$ cat src/rtl/core/blm_pkg.sv
// Shared constants, codes and types of the block lock manager.
`default_nettype none
package blm_pkg;

   localparam int NUM_PROCS   = 64;
   localparam int PROC_W      = 6;
   localparam int OWN_W       = 7;
   localparam int ENTRIES     = 256;
   localparam int ENTRY_W     = 8;
   localparam int QDEPTH      = 8;
   localparam int QPTR_W      = 3;
   localparam int QCNT_W      = 4;
   localparam int RC_W        = 7;
   localparam logic [RC_W-1:0]  READER_MAX = 7'd127;
   localparam logic [OWN_W-1:0] PROC_NONE  = OWN_W'(NUM_PROCS);
   localparam logic [QCNT_W-1:0] QFULL     = QCNT_W'(QDEPTH);

   localparam logic MODE_LOCK    = 1'b0;
   localparam logic MODE_RELEASE = 1'b1;
   localparam logic K_READ  = 1'b0;
   localparam logic K_WRITE = 1'b1;

   localparam logic [1:0] REL_UNLOCK = 2'd0;
   localparam logic [1:0] REL_SWITCH = 2'd1;
   localparam logic [1:0] REL_RESET  = 2'd2;

   localparam logic [1:0] R_GRANT  = 2'd0;
   localparam logic [1:0] R_QUEUE  = 2'd1;
   localparam logic [1:0] R_REJECT = 2'd2;

   localparam logic [1:0] EM_FREE  = 2'd0;
   localparam logic [1:0] EM_READ  = 2'd1;
   localparam logic [1:0] EM_WRITE = 2'd2;

   typedef struct packed {
      logic               mode;
      logic [PROC_W-1:0]  requester;
      logic [ENTRY_W-1:0] entry;
      logic               lock_kind;
      logic [1:0]         rel_kind;
      logic               bad;
   } cmd_type;

   typedef struct packed {
      logic [1:0]         kind;
      logic [PROC_W-1:0]  grantee;
      logic [ENTRY_W-1:0] entry;
      logic [OWN_W-1:0]   owner;
      logic [OWN_W-1:0]   last;
      logic               gkind;
      logic               last_of_run;
   } rsp_type;

   typedef struct packed {
      logic [OWN_W-1:0]  owner;
      logic [OWN_W-1:0]  holder;
      logic [OWN_W-1:0]  last;
      logic [1:0]        emode;
      logic [RC_W-1:0]   readers;
      logic [QCNT_W-1:0] wcount;
      logic [QPTR_W-1:0] whead;
   } rec_type;

   typedef struct packed {
      logic [PROC_W-1:0] proc;
      logic              kind;
   } wait_type;

   typedef struct packed {
      logic [PROC_W-1:0] my_rank;
      logic              mig;
   } cfg_type;

   localparam rec_type REC_RESET = '{owner: PROC_NONE, holder: PROC_NONE,
      last: PROC_NONE, emode: EM_FREE, readers: '0, wcount: '0, whead: '0};

endpackage
`default_nettype wire

$ cat src/rtl/core/blm_rsp_fifo.sv
// Result queue between the engine and the result ports.
`default_nettype none
module blm_rsp_fifo (
   input  wire logic             clock,
   input  wire logic             reset,
   input  wire logic             wr,
   input  wire blm_pkg::rsp_type wdata,
   output logic                  wfull,
   input  wire logic             pop,
   output logic                  empty,
   output blm_pkg::rsp_type      rdata
);
   import blm_pkg::*;

   rsp_type    mem_ff [4];
   logic [1:0] wp_ff, rp_ff, wp_in, rp_in;
   logic [2:0] cnt_ff, cnt_in;
   logic       do_wr, do_rd;

   always_comb begin
      wfull  = (cnt_ff == 3'd4);
      empty  = (cnt_ff == 3'd0);
      do_wr  = wr && !wfull;
      do_rd  = pop && !empty;
      wp_in  = wp_ff + {1'b0, do_wr};
      rp_in  = rp_ff + {1'b0, do_rd};
      cnt_in = cnt_ff + {2'b0, do_wr} - {2'b0, do_rd};
      rdata  = mem_ff[rp_ff];
   end

   always_ff @(posedge clock) begin
      if (reset) begin
         wp_ff  <= 2'd0;
         rp_ff  <= 2'd0;
         cnt_ff <= 3'd0;
      end else begin
         wp_ff  <= wp_in;
         rp_ff  <= rp_in;
         cnt_ff <= cnt_in;
      end
   end

   always_ff @(posedge clock) begin
      if (do_wr) begin
         mem_ff[wp_ff] <= wdata;
      end
   end

endmodule
`default_nettype wire

$ cat config.mk
export PLATFORM = sky130hd
export DESIGN_NAME = blm_rsp_fifo
export DESIGN_NICKNAME = d
export VERILOG_FILES = /design/src/rtl/core/blm_pkg.sv /design/src/rtl/core/blm_rsp_fifo.sv
export SDC_FILE = /design/constraint.sdc
export NUM_CORES = 1
export LEC_CHECK = 0
export BUFFER_PORTS_ARGS = -buffer_cell sky130_fd_sc_hd__buf_2
export CORE_AREA = 10 10 103 105
export DETAILED_ROUTE_END_ITERATION = 10
export DIE_AREA = 0 0 113 115
export PLACE_DENSITY_LB_ADDON = 0.08
export SKIP_CTS_REPAIR_TIMING = 1
export SLEW_MARGIN = 15
export SYNTH_ARGS = -nofsm -noshare
export SYNTH_HDL_FRONTEND = slang
export SYNTH_SLANG_ARGS = --single-unit
$ cat constraint.sdc
create_clock -name clock -period 8.9 [get_ports clock]
set_input_delay 1.335 -clock clock [delete_from_list [all_inputs] [get_ports clock]]
set_output_delay 1.335 -clock clock [all_outputs]
set_load 0.05 [all_outputs]
## After elaboration in Yosys (flattened, before gate mapping)

Memories as Yosys holds them, arrays and structs flattened. A register that Yosys moved wholly into a read port is not among the register bits.
Index checks and enable logic that the tools add are counted.

| word-level totals | value |
|---|---|
| RAM bits | 128 |
| flip-flop bits (word level) | 7 |
| input bits | 36 |
| logic and storage cells | 17 |
| output and inout port bits | 34 |
| memories kept | 1 |

Memories:

| memory | depth | bits a word | rd ports | clocked after Yosys merged registers in | write ports | RTL line | RTL |
|---|---|---|---|---|---|---|---|
| mem_ff | 4 | 32 | 1 | 1 | 1 | blm_rsp_fifo.sv:15 | `rsp_type mem_ff [4];` |

| operators by class | value |
|---|---|
| reductions and logical operators | 5 |
| mux-type cells | 3 |
| add/sub/neg operators | 4 |
| eq/ne operators | 1 |

Operators by type and width:

| cell | number |
|---|---|
| 2-bit by 1-bit adder with 2-bit output | 2 |
| 3-bit by 1-bit adder with 3-bit output | 1 |
| 3-bit equality test (second input constant) | 1 |
| 3-bit zero test | 1 |
| 3-bit by 1-bit subtractor with 3-bit output | 1 |
| 1-bit logical AND | 2 |
| 1-bit zero test | 2 |
| 1-bit two-way mux | 2 |
| 2-bit two-way mux | 1 |

## Longest topological paths before layout

| logic depth | value |
|---|---|
| word-level depth | 5 |
| mapped depth | 9 |
| gate-level depth less buffers | 9 |

## Least setup slack after synthesis

No wires, ideal clock.

| timing | value |
|---|---|
| path type | input port to flip-flop |
| start point | input port wr |
| end point | memory mem_ff[1][0] (netlist bit), enable pin |
| arrival | 3802 ps |
| slack | 4630 ps |
| library setup time | 468 ps |
| path buffers | 0 |
| cell stages on the path | 2 |
| path through | nand2b_4 > nor3b_1 |

| on the way | value |
|---|---|
| word-level cells in the longest chain between the ends | 3 |

RTL lines:

| what | RTL line | RTL |
|---|---|---|
| start: declaration | blm_rsp_fifo.sv:6 | `input wire logic wr,` |
| 1-bit logical AND | blm_rsp_fifo.sv:23 | `do_wr = wr && !wfull;` |
| 1-bit two-way mux | blm_rsp_fifo.sv:44 | `if (do_wr) begin` |
| 1-bit two-way mux (implied by the code) | blm_rsp_fifo.sv:45 | `mem_ff[wp_ff] <= wdata;` |
| end: declaration | blm_rsp_fifo.sv:15 |  |

Every way passes these cells.

==> impl_metrics.json <==
{
  "status": "complete, no violations",
  "critical_path.endpoint_type": "output pin",
  "avgSynthCellArea_um2": 24.7,
  "die_y_um": 115,
  "p_per_area_nw_per_um2": 348,
  "setup_violations": 0,
  "cap_violations": 0,
  "drt-total-wl_um": 8700,
  "drive_above_1_share_pct": 49.5,
  "grt_remaining_overflow": 0,
  "synth_area_um2": 5020,
  "path_cells": "buf_4 -> mux4_2 -> buf_2",
  "clk_pin_slew_ps": 60,
  "initial_utilization_pct": 58.7,
  "dr.pass1.iters": 4,
  "fmax_mhz": 264,
  "rsz0062_at_grt": "no",
  "cts.root.buffer_cell": "clkbuf_8",
  "num-fill-cells": 534,
  "rows": 34,
  "grt_max_degree": 34,
  "grt_usage_pct": 14.3,
  "max_slew_margin_pct": 37.9,
  "nNetsFinal": 329,
  "avgViaCountPerCell": 5.51,
  "tightestPinTransition_ps": 926,
  "reg2reg_slack_ps": 6670,
  "htree_levels": 4,
  "fin_crit_ps": 3790,
  "antenna_found_initial": 0,
  "leakage_nw": 2.10,
  "cpMaxStageDelayCell": "dfxtp_2",
  "cts_buffer_depth": 2,
  "synthesis.nets": 242,
  "critical_path_buf_inv_count": 2,
  "ys_seq_area_share_pct": 79.4,
  "cts_tree": "yes",
  "antenna_cells": 0,
  "cts_sinks": 135,
  "crit_required_ps": 7570,
  "core_area_um2": 8550,
  "numCtsBuffers": 17,
  "drcViolationCount": 0,
  "syn_inst": 203,
  "drt_iter0_drc": 88,
  "grt_pass1_vias": 2552,
  "dieArea_um2": 13000,
  "io_buffers": 69,
  "p_total_w": 0.00212,
  "hp-class": "register to register",
  "critPathMaxFanout": 20,
  "arrival_ps": 2460,
  "final_max_slew_viol_count": 0,
  "clkLatencyLatePin_ps": 520,
  "peakVddDrop_v": 0.000185,
  "ys_ff_latch": 135,
  "grt_pass1_wl_um": 13900,
  "dpl-instance-area_um2": 5480,
  "vias": 2266,
  "period_share_pct": 42.6,
  "yosysWarnings": 0,
  "cpPeakStageDelay_ps": 660,
  "routabilityCongestion": 0.710,
  "io-pin-count": 70,
  "critPathLaunchType": "register",
  "synth_cell_types": 22,
  "syn2layout_area_growth_pct": 21.4,
  "worstSetupPathType": "register to output pin",
  "hpwlAfterDp_um": 5440,
  "finalHoldViolations": 0,
  "stdcell_area_um2": 6100,
  "skew_ps": 13.4,
  "path_delay_family": "buffers and inverters",
  "die_x_um": 113,
  "drtAntennaViolNets": 0,
  "post_drt_wl_per_cell_um": 21.2,
  "setup_tns_ps": 0
}
cell usage in the layout (no fill, tap or decap), types with 2 or more instances in the layout:
cell / Yosys / final
ha_1: 2 / 2
edfxtp_1: 128 / 128
clkbuf_16: 0 / 16
buf_4: 0 / 7
dfxtp_1: 7 / 5
mux4_2: 32 / 32
nor3b_2: 1 / 3
inv_6: 0 / 3
bufinv_16: 0 / 4
dfxtp_2: 0 / 2
clkinv_2: 0 / 3
xnor2_1: 4 / 4
buf_2: 4 / 69
nor2_1: 4 / 4
clkinvlp_4: 0 / 3
nor2b_1: 3 / 3
xor2_1: 2 / 2
clkinv_4: 0 / 2
cells by family after synthesis:
kind of cell,share of synthesized area (%)
buf+inv,1.97
compound gates,0.424
fa+ha+maj,0.897
mux,14.4
flops,79.4
xor+xnor,1.05
simple gates,1.94
stage by stage:
stage | hold slack, ps | setup slack, ps | cells | utilization (%)
after floorplan | 525 | 4630 | 203 | -
after global placement | 559 | 5590 | 379 | 64.1
after detailed placement | 580 | 5570 | 379 | 64.1
after CTS | 606 | 5010 | 411 | 71.3
after global routing | 635 | 4940 | 411 | 71.3
final | 602 | 5110 | 411 | 71.3
path summary, 6_finish.rpt:
path	start	end	cells after the start
worst max-delay path	rp_ff[0]	rdata[24]	3
worst min-delay path	wp_ff[1]	wp_ff[1]	2
worst max register to register	cnt_ff[1]	mem_ff[1][18]	4
worst min register to register	wp_ff[1]	wp_ff[1]	2
synth_stat cells:
library cell	count	share of area, %
nor3b_1	2	0.30
o31ai_2	1	0.25
dfxtp_1	7	2.8
nor2_1	4	0.30
nor2b_1	3	0.37
ha_1	2	0.50
edfxtp_1	128	77
fa_1	1	0.40
inv_1	1	0.075
buf_2	4	0.40
mux4_2	32	14
nand2b_1	1	0.12
nor3b_2	1	0.25
inv_2	1	0.075
nor3_1	2	0.20
buf_12	3	1.2
o311ai_1	1	0.17
xnor2_1	4	0.70
xor2_1	2	0.35
and3_1	1	0.12
buf_6	1	0.22
nand2b_4	1	0.27
per-layer routing:
metal  track usage (%)  vias to the layer above  wire length [um]
met5                 0                        -                 0
met4              6.09                        0               136
met3              5.26                       12               415
met2              24.4                       67              4620
met1              15.7                     1156              3530
li1                  -                     1031                 -
power breakdown:
group	total (W)	internal, W	switching [W]
registers	0.000825	0.000775	0.0000500
logic	0.000584	0.000191	0.000393
clock network	0.000714	0.000456	0.000258
registers in the layout, summed over array words and instances (netlist names):
| name | flops |
|---|---|
| mem_ff | 128 |
| wp_ff | 2 |
| cnt_ff | 3 |
| rp_ff | 2 |
worst min-delay path: stages (launching register included):
cell and delay (ps):
dfxtp_1 360, xnor2_1 160, nor2_1 40
final cells by class:
class	instances	area (um2)	area share [%]
well taps	108	135	2.22
repair buffers	76	398	6.53
clock inverters	15	201	3.30
clock buffers	17	414	6.79
flip-flops and latches	135	3990	65.4
multi-input cells	58	953	15.6
inverters	2	7.51	0.123
Power figures use the tool's default switching activity.
