File: src/rtl/core/blm_pkg.sv
// Shared constants, codes and types of the block lock manager.
`default_nettype none
package blm_pkg;

   localparam int NUM_PROCS   = 64;
   localparam int PROC_W      = 6;
   localparam int OWN_W       = 7;
   localparam int ENTRIES     = 256;
   localparam int ENTRY_W     = 8;
   localparam int QDEPTH      = 8;
   localparam int QPTR_W      = 3;
   localparam int QCNT_W      = 4;
   localparam int RC_W        = 7;
   localparam logic [RC_W-1:0]  READER_MAX = 7'd127;
   localparam logic [OWN_W-1:0] PROC_NONE  = OWN_W'(NUM_PROCS);
   localparam logic [QCNT_W-1:0] QFULL     = QCNT_W'(QDEPTH);

   localparam logic MODE_LOCK    = 1'b0;
   localparam logic MODE_RELEASE = 1'b1;
   localparam logic K_READ  = 1'b0;
   localparam logic K_WRITE = 1'b1;

   localparam logic [1:0] REL_UNLOCK = 2'd0;
   localparam logic [1:0] REL_SWITCH = 2'd1;
   localparam logic [1:0] REL_RESET  = 2'd2;

   localparam logic [1:0] R_GRANT  = 2'd0;
   localparam logic [1:0] R_QUEUE  = 2'd1;
   localparam logic [1:0] R_REJECT = 2'd2;

   localparam logic [1:0] EM_FREE  = 2'd0;
   localparam logic [1:0] EM_READ  = 2'd1;
   localparam logic [1:0] EM_WRITE = 2'd2;

   typedef struct packed {
      logic               mode;
      logic [PROC_W-1:0]  requester;
      logic [ENTRY_W-1:0] entry;
      logic               lock_kind;
      logic [1:0]         rel_kind;
      logic               bad;
   } cmd_type;

   typedef struct packed {
      logic [1:0]         kind;
      logic [PROC_W-1:0]  grantee;
      logic [ENTRY_W-1:0] entry;
      logic [OWN_W-1:0]   owner;
      logic [OWN_W-1:0]   last;
      logic               gkind;
      logic               last_of_run;
   } rsp_type;

   typedef struct packed {
      logic [OWN_W-1:0]  owner;
      logic [OWN_W-1:0]  holder;
      logic [OWN_W-1:0]  last;
      logic [1:0]        emode;
      logic [RC_W-1:0]   readers;
      logic [QCNT_W-1:0] wcount;
      logic [QPTR_W-1:0] whead;
   } rec_type;

   typedef struct packed {
      logic [PROC_W-1:0] proc;
      logic              kind;
   } wait_type;

   typedef struct packed {
      logic [PROC_W-1:0] my_rank;
      logic              mig;
   } cfg_type;

   localparam rec_type REC_RESET = '{owner: PROC_NONE, holder: PROC_NONE,
      last: PROC_NONE, emode: EM_FREE, readers: '0, wcount: '0, whead: '0};

endpackage
`default_nettype wire

File: src/rtl/core/blm_front.sv
// Request intake: classifies requests and queues them for the engine.
`default_nettype none
module blm_front (
   input  wire logic             clock,
   input  wire logic             reset,
   input  wire logic             push,
   output logic                  full,
   input  wire logic             req_mode,
   input  wire logic [5:0]       req_requester,
   input  wire logic [7:0]       req_entry_index,
   input  wire logic             req_lock_kind,
   input  wire logic [1:0]       req_release_kind,
   input  wire logic             cmd_pop,
   output logic                  cmd_empty,
   output blm_pkg::cmd_type      cmd
);
   import blm_pkg::*;

   cmd_type    slot_ff [2];
   logic       wp_ff, rp_ff, wp_in, rp_in;
   logic [1:0] cnt_ff, cnt_in;
   cmd_type    cin;
   logic       do_push, do_pop;

   always_comb begin
      cin.mode      = req_mode;
      cin.requester = req_requester;
      cin.entry     = req_entry_index;
      cin.lock_kind = req_lock_kind;
      cin.rel_kind  = req_release_kind;
      // undefined release kind is refused without touching the table
      cin.bad       = (req_mode == MODE_RELEASE) && (req_release_kind != REL_UNLOCK) &&
                      (req_release_kind != REL_SWITCH) && (req_release_kind != REL_RESET);
      full      = (cnt_ff == 2'd2);
      cmd_empty = (cnt_ff == 2'd0);
      do_push   = push && !full;
      do_pop    = cmd_pop && !cmd_empty;
      wp_in     = wp_ff ^ do_push;
      rp_in     = rp_ff ^ do_pop;
      cnt_in    = cnt_ff + {1'b0, do_push} - {1'b0, do_pop};
      cmd       = slot_ff[rp_ff];
   end

   always_ff @(posedge clock) begin
      if (reset) begin
         wp_ff  <= 1'b0;
         rp_ff  <= 1'b0;
         cnt_ff <= 2'd0;
      end else begin
         wp_ff  <= wp_in;
         rp_ff  <= rp_in;
         cnt_ff <= cnt_in;
      end
   end

   always_ff @(posedge clock) begin
      if (do_push) begin
         slot_ff[wp_ff] <= cin;
      end
   end

endmodule
`default_nettype wire

File: config.mk
export PLATFORM = sky130hd
export DESIGN_NAME = blm_front
export DESIGN_NICKNAME = d
export VERILOG_FILES = /design/src/rtl/core/blm_pkg.sv /design/src/rtl/core/blm_front.sv
export SDC_FILE = /design/constraint.sdc
export NUM_CORES = 1
export LEC_CHECK = 0
export BUFFER_PORTS_ARGS = -buffer_cell sky130_fd_sc_hd__buf_2
export CELL_PAD_IN_SITES_DETAIL_PLACEMENT = 0
export CELL_PAD_IN_SITES_GLOBAL_PLACEMENT = 2
export CORE_ASPECT_RATIO = 1.25
export CORE_MARGIN = 1
export CORE_UTILIZATION = 39
export DETAILED_ROUTE_END_ITERATION = 7
export HOLD_SLACK_MARGIN = 0.06
export PLACE_DENSITY_LB_ADDON = 0.1
export SLEW_MARGIN = 20
export SYNTH_ARGS = -nofsm -noshare
export SYNTH_HDL_FRONTEND = slang
export SYNTH_SLANG_ARGS = --single-unit
File: constraint.sdc
create_clock -name clock -period 4.4 [get_ports clock]
set_input_delay 0.22 -clock clock [delete_from_list [all_inputs] [get_ports clock]]
set_output_delay 0.22 -clock clock [all_outputs]
set_load 0.01 [all_outputs]
Word level (Yosys, flattened, before mapping)
Memories as Yosys holds them, arrays and structs flattened. A register that Yosys moved wholly into a read port is not among the register bits. Index checks and enable logic that the tools add are counted.

Bits in registers: 4. Memory bits (writable): 38. Bits of input ports: 22. Word-level logic and storage cells: 23. Memories kept: 1.

$add $sub $neg: 2. Equal/unequal tests: 3. Mux-type cells: 3. Bitwise operators: 2. Reduce and logical (&&, ||, !) cells: 9.

Memory list: slot_ff (words 2, bits a word 19, read ports 1, clocked after memory_dff 1, write ports 1, RTL line blm_front.sv:19) `cmd_type slot_ff [2];`.

Operator list (number): 1-bit logical AND (5); 1-bit two-way mux (3); 2-bit by 1-bit adder with 2-bit output (1); 2-bit equality test, second input constant (1); 1-bit zero test (2); 2-bit zero test (1); 2-bit by 1-bit inequality test with 1-bit output, second input constant (1); 2-bit inequality test, second input constant (1); 2-bit nonzero test (1); 2-bit by 1-bit subtractor with 2-bit output (1); 1-bit XOR (2).

Logic depth before layout (Yosys ltp)
Word-level depth: 5. Gate-level depth with buffers: 7.

Worst setup path before layout
Ideal clock, no wire load.

Kind: reg-to-reg. From: register cnt_ff[1]. To: memory slot_ff[1][0] (netlist bit) (enable). Setup time: 0.377 ns. Arrival time: 1.165 ns. Setup slack: 2.858 ns. Stages on the path, launching flop included: 4. Buffers on the path: 0. Period minus slack after synthesis: 1.542 ns. Cell sequence: dfxtp_1 -> or2b_1 -> and2_1 -> ha_1.

Word-level cells in the longest chain between the ends: 5.

RTL lines: from (decl) (RTL line blm_front.sv:21) `logic [1:0] cnt_ff, cnt_in;`; from (signal assigned) (RTL line blm_front.sv:52) `cnt_ff <= cnt_in;`; 2-bit equality test (RTL line blm_front.sv:34) `full = (cnt_ff == 2'd2);`; 1-bit zero test (RTL line blm_front.sv:36) `do_push = push && !full;`; 1-bit logical AND (RTL line blm_front.sv:36); 1-bit two-way mux (RTL line blm_front.sv:57) `if (do_push) begin`; 1-bit two-way mux (not written as such) (RTL line blm_front.sv:58) `slot_ff[wp_ff] <= cin;`; to (decl) (RTL line blm_front.sv:19).

No other way between the ends.

==> results.cfg <==
[run_status]
status = complete, no violations

[floorplan]
die_area_um2 = 4370
initial_core_util_pct = 41.7
coreArea_um2 = 3850
die_h_um = 73.7
num_io_pins = 43
die_w_um = 59.4
rows = 25

[logic_synthesis]
syn_nets = 109
synth.avg_cell_area_um2 = 19.3
yosys.area_share.simple_pct = 3.20
synthAdderAreaFrac_pct = 3.12
synthMuxAreaShare_pct = 14.0
synth.distinct_cells = 14
yosysSeqAreaShare_pct = 76.1
netlist_instances = 83
syn_area_um2 = 1600
synth_seq_cells = 42
synth_xor_area_share_pct = 1.40
synth_top_family_by_area = multiplexers
synth_compound_area_share_pct = 0.468
ys_warn_count = 0

[critical_path]
critical_path_class = reg2out
end_kind = output port
slowest_stage = dfxtp_1
slowest_delay_ps = 940
path_cells = mux2_2 -> buf_2
required_ps = 4180
worstPathMaxFanout = 21
arrival_ps = 1800
critPathLaunchType = register

[power]
power_density_nw_per_um2 = 529
p_sw_mw = 0.277
p_leak_nw = 0.763
intPower_mw = 0.752
clkPwrFrac_pct = 22.1
power_mw = 1.03
p_sw_share_pct = 26.9
seqPwrFrac_pct = 53.2
combPwrFrac_pct = 24.7
vdd_drop_max_v = 0.000224

[cts]
postCtsSetupBuffers = 0
ctsResizeCount = 0
cts_htree_levels = 2
clock_sinks = 42
cts.path.max_buffers = 2
cts_inserted_buffers = 5
clkTransAtPathRegs_ps = 80
cts_root_buf = clkbuf_8
cts_tree = built
ctsHoldBuffers = 0
clk_latency_ps = 290

[routing]
ant_nets = 0
dr.pass1.iters = 4
dr_total_vias = 828
initialDrtViolationCount = 27
drt_wl_total_mm = 2.41
wl_per_cell_um = 13.1
routed_via_density = 4.50
drc = 0

[timing]
fmax_mhz = 496
setup_tns_ps = 0
fin_crit_sh_pct = 45.8
drv_slew = 0
final-hold-violation-count = 0
tightestPinTransition_ps = 937
setup_viol = 0
maxSlewHeadroom_pct = 37.5
finalClockSkew_ps = 4.06
rsz0062_at_grt = no
fin_crit_ps = 2020

[placed_design]
routabilityCongestion = 0.703
placed_cell_area_um2 = 1870
port_buffers = 42
dp.cells = 177
post-dp-hpwl_mm = 1.55

[global_route]
antenna_found_initial = 0
grt_use_total_pct = 12.3
grt-ovfl-total = 0
grt_pass1_wl_mm = 3.70
grt_max_degree = 22
grt_pass1_vias = 820

[final_layout]
fin_cells = 184
final_cell_mix = 42 x buf_2, 38 x edfxtp_1, 20 x mux2_2
antenna_cells = 0
area_growth_pct = 21.3
drive_above_1_share_pct = 53.1
final_cell_area_um2 = 1950
fin_nets = 156
final_util_pct = 50.6
fillers = 337
mostFrequentLayoutCell = buf_2

[job]
cap_violations = 0

[worst_hold_path]
hold_path.class = in2reg
==> area by class of cell <==
class | count | area, um2 | area share (%)
Clock buffer | 5 | 68.8 | 3.54
Clock inverter | 2 | 10.0 | 0.514
Inverter | 3 | 11.3 | 0.579
Multi-Input combinational cell | 36 | 357 | 18.3
Sequential cell | 42 | 1220 | 62.8
Tap cell | 54 | 67.6 | 3.47
Timing Repair Buffer | 42 | 210 | 10.8
==> logic make-up (layout without fill, tap and decap cells) <==
family                   count (synthesis)  count (layout)
multiplexers                            20              20
XOR/XNOR                                 1               1
flip-flops                              42              42
adder cells (fa/ha/maj)                  4               4
AND/OR/NAND/NOR                         10              10
AO/OA/AOI/OAI                            1               1
buffers and inverters                    5              52
==> cell usage after synthesis <==
cell,n,area (um2)
edfxtp_1,38,1140
mux2_2,20,225
dfxtp_1,4,80.1
ha_1,4,50.1
nor2_1,4,15.0
inv_1,3,11.3
buf_4,2,15.0
nor2b_1,2,12.5
and2_1,1,6.26
and3_1,1,6.26
nand2_1,1,3.75
o21a_1,1,7.51
or2b_1,1,7.51
xnor3_1,1,22.5
==> critical path, delay by kind of cell, from the launching register on <==
family	cells	cell delay [ps]
flip-flops	1	940
multiplexers	1	430
buffers and inverters	1	140
==> metal layers <==
| metal | global-route usage, % | routed length [um] | part of all wire, % | up-vias |
|---|---|---|---|---|
| li1 | - | - | - | 403 |
| met1 | 13.4 | 977 | 41 | 388 |
| met2 | 20.7 | 1250 | 52 | 31 |
| met3 | 3.87 | 136 | 5.6 | 6 |
| met4 | 7.14 | 46 | 1.9 | 0 |
| met5 | 0 | 0 | 0 | - |
==> final timing paths <==
check	start	end	slack [ps]	depth (start not counted)
setup / recovery	rp_ff	cmd[14]	2380	2
hold / removal	req_entry_index[4]	slot_ff[0][8]	110	1
setup reg to reg	cnt_ff[0]	slot_ff[1][2]	2610	3
hold reg to reg	wp_ff	wp_ff	570	3
==> sequential cells by signal (all words and copies together), names as in the netlist <==
| name | count |
|---|---|
| cnt_ff | 2 |
| wp_ff | 1 |
| rp_ff | 1 |
| slot_ff | 38 |
==> power groups by stage <==
stage,clock [mW],combinational [mW],sequential (mW)
2_1_floorplan,0,0.192,0.531
3_3_place_gp,0,0.256,0.555
3_5_place_dp,0,0.258,0.558
4_1_cts,0.232,0.260,0.550
5_1_grt,0.247,0.283,0.555
6_report,0.227,0.254,0.547
==> through the flow <==
step | setup WS (ps) | hold WS [ps]
finish | 2380 | 114
global route | 2270 | 103
CTS | 2310 | 109
detailed placement | 2570 | 412
global placement | 2600 | 408
floorplan | 2860 | 287
(Power assumes the default switching activity.)
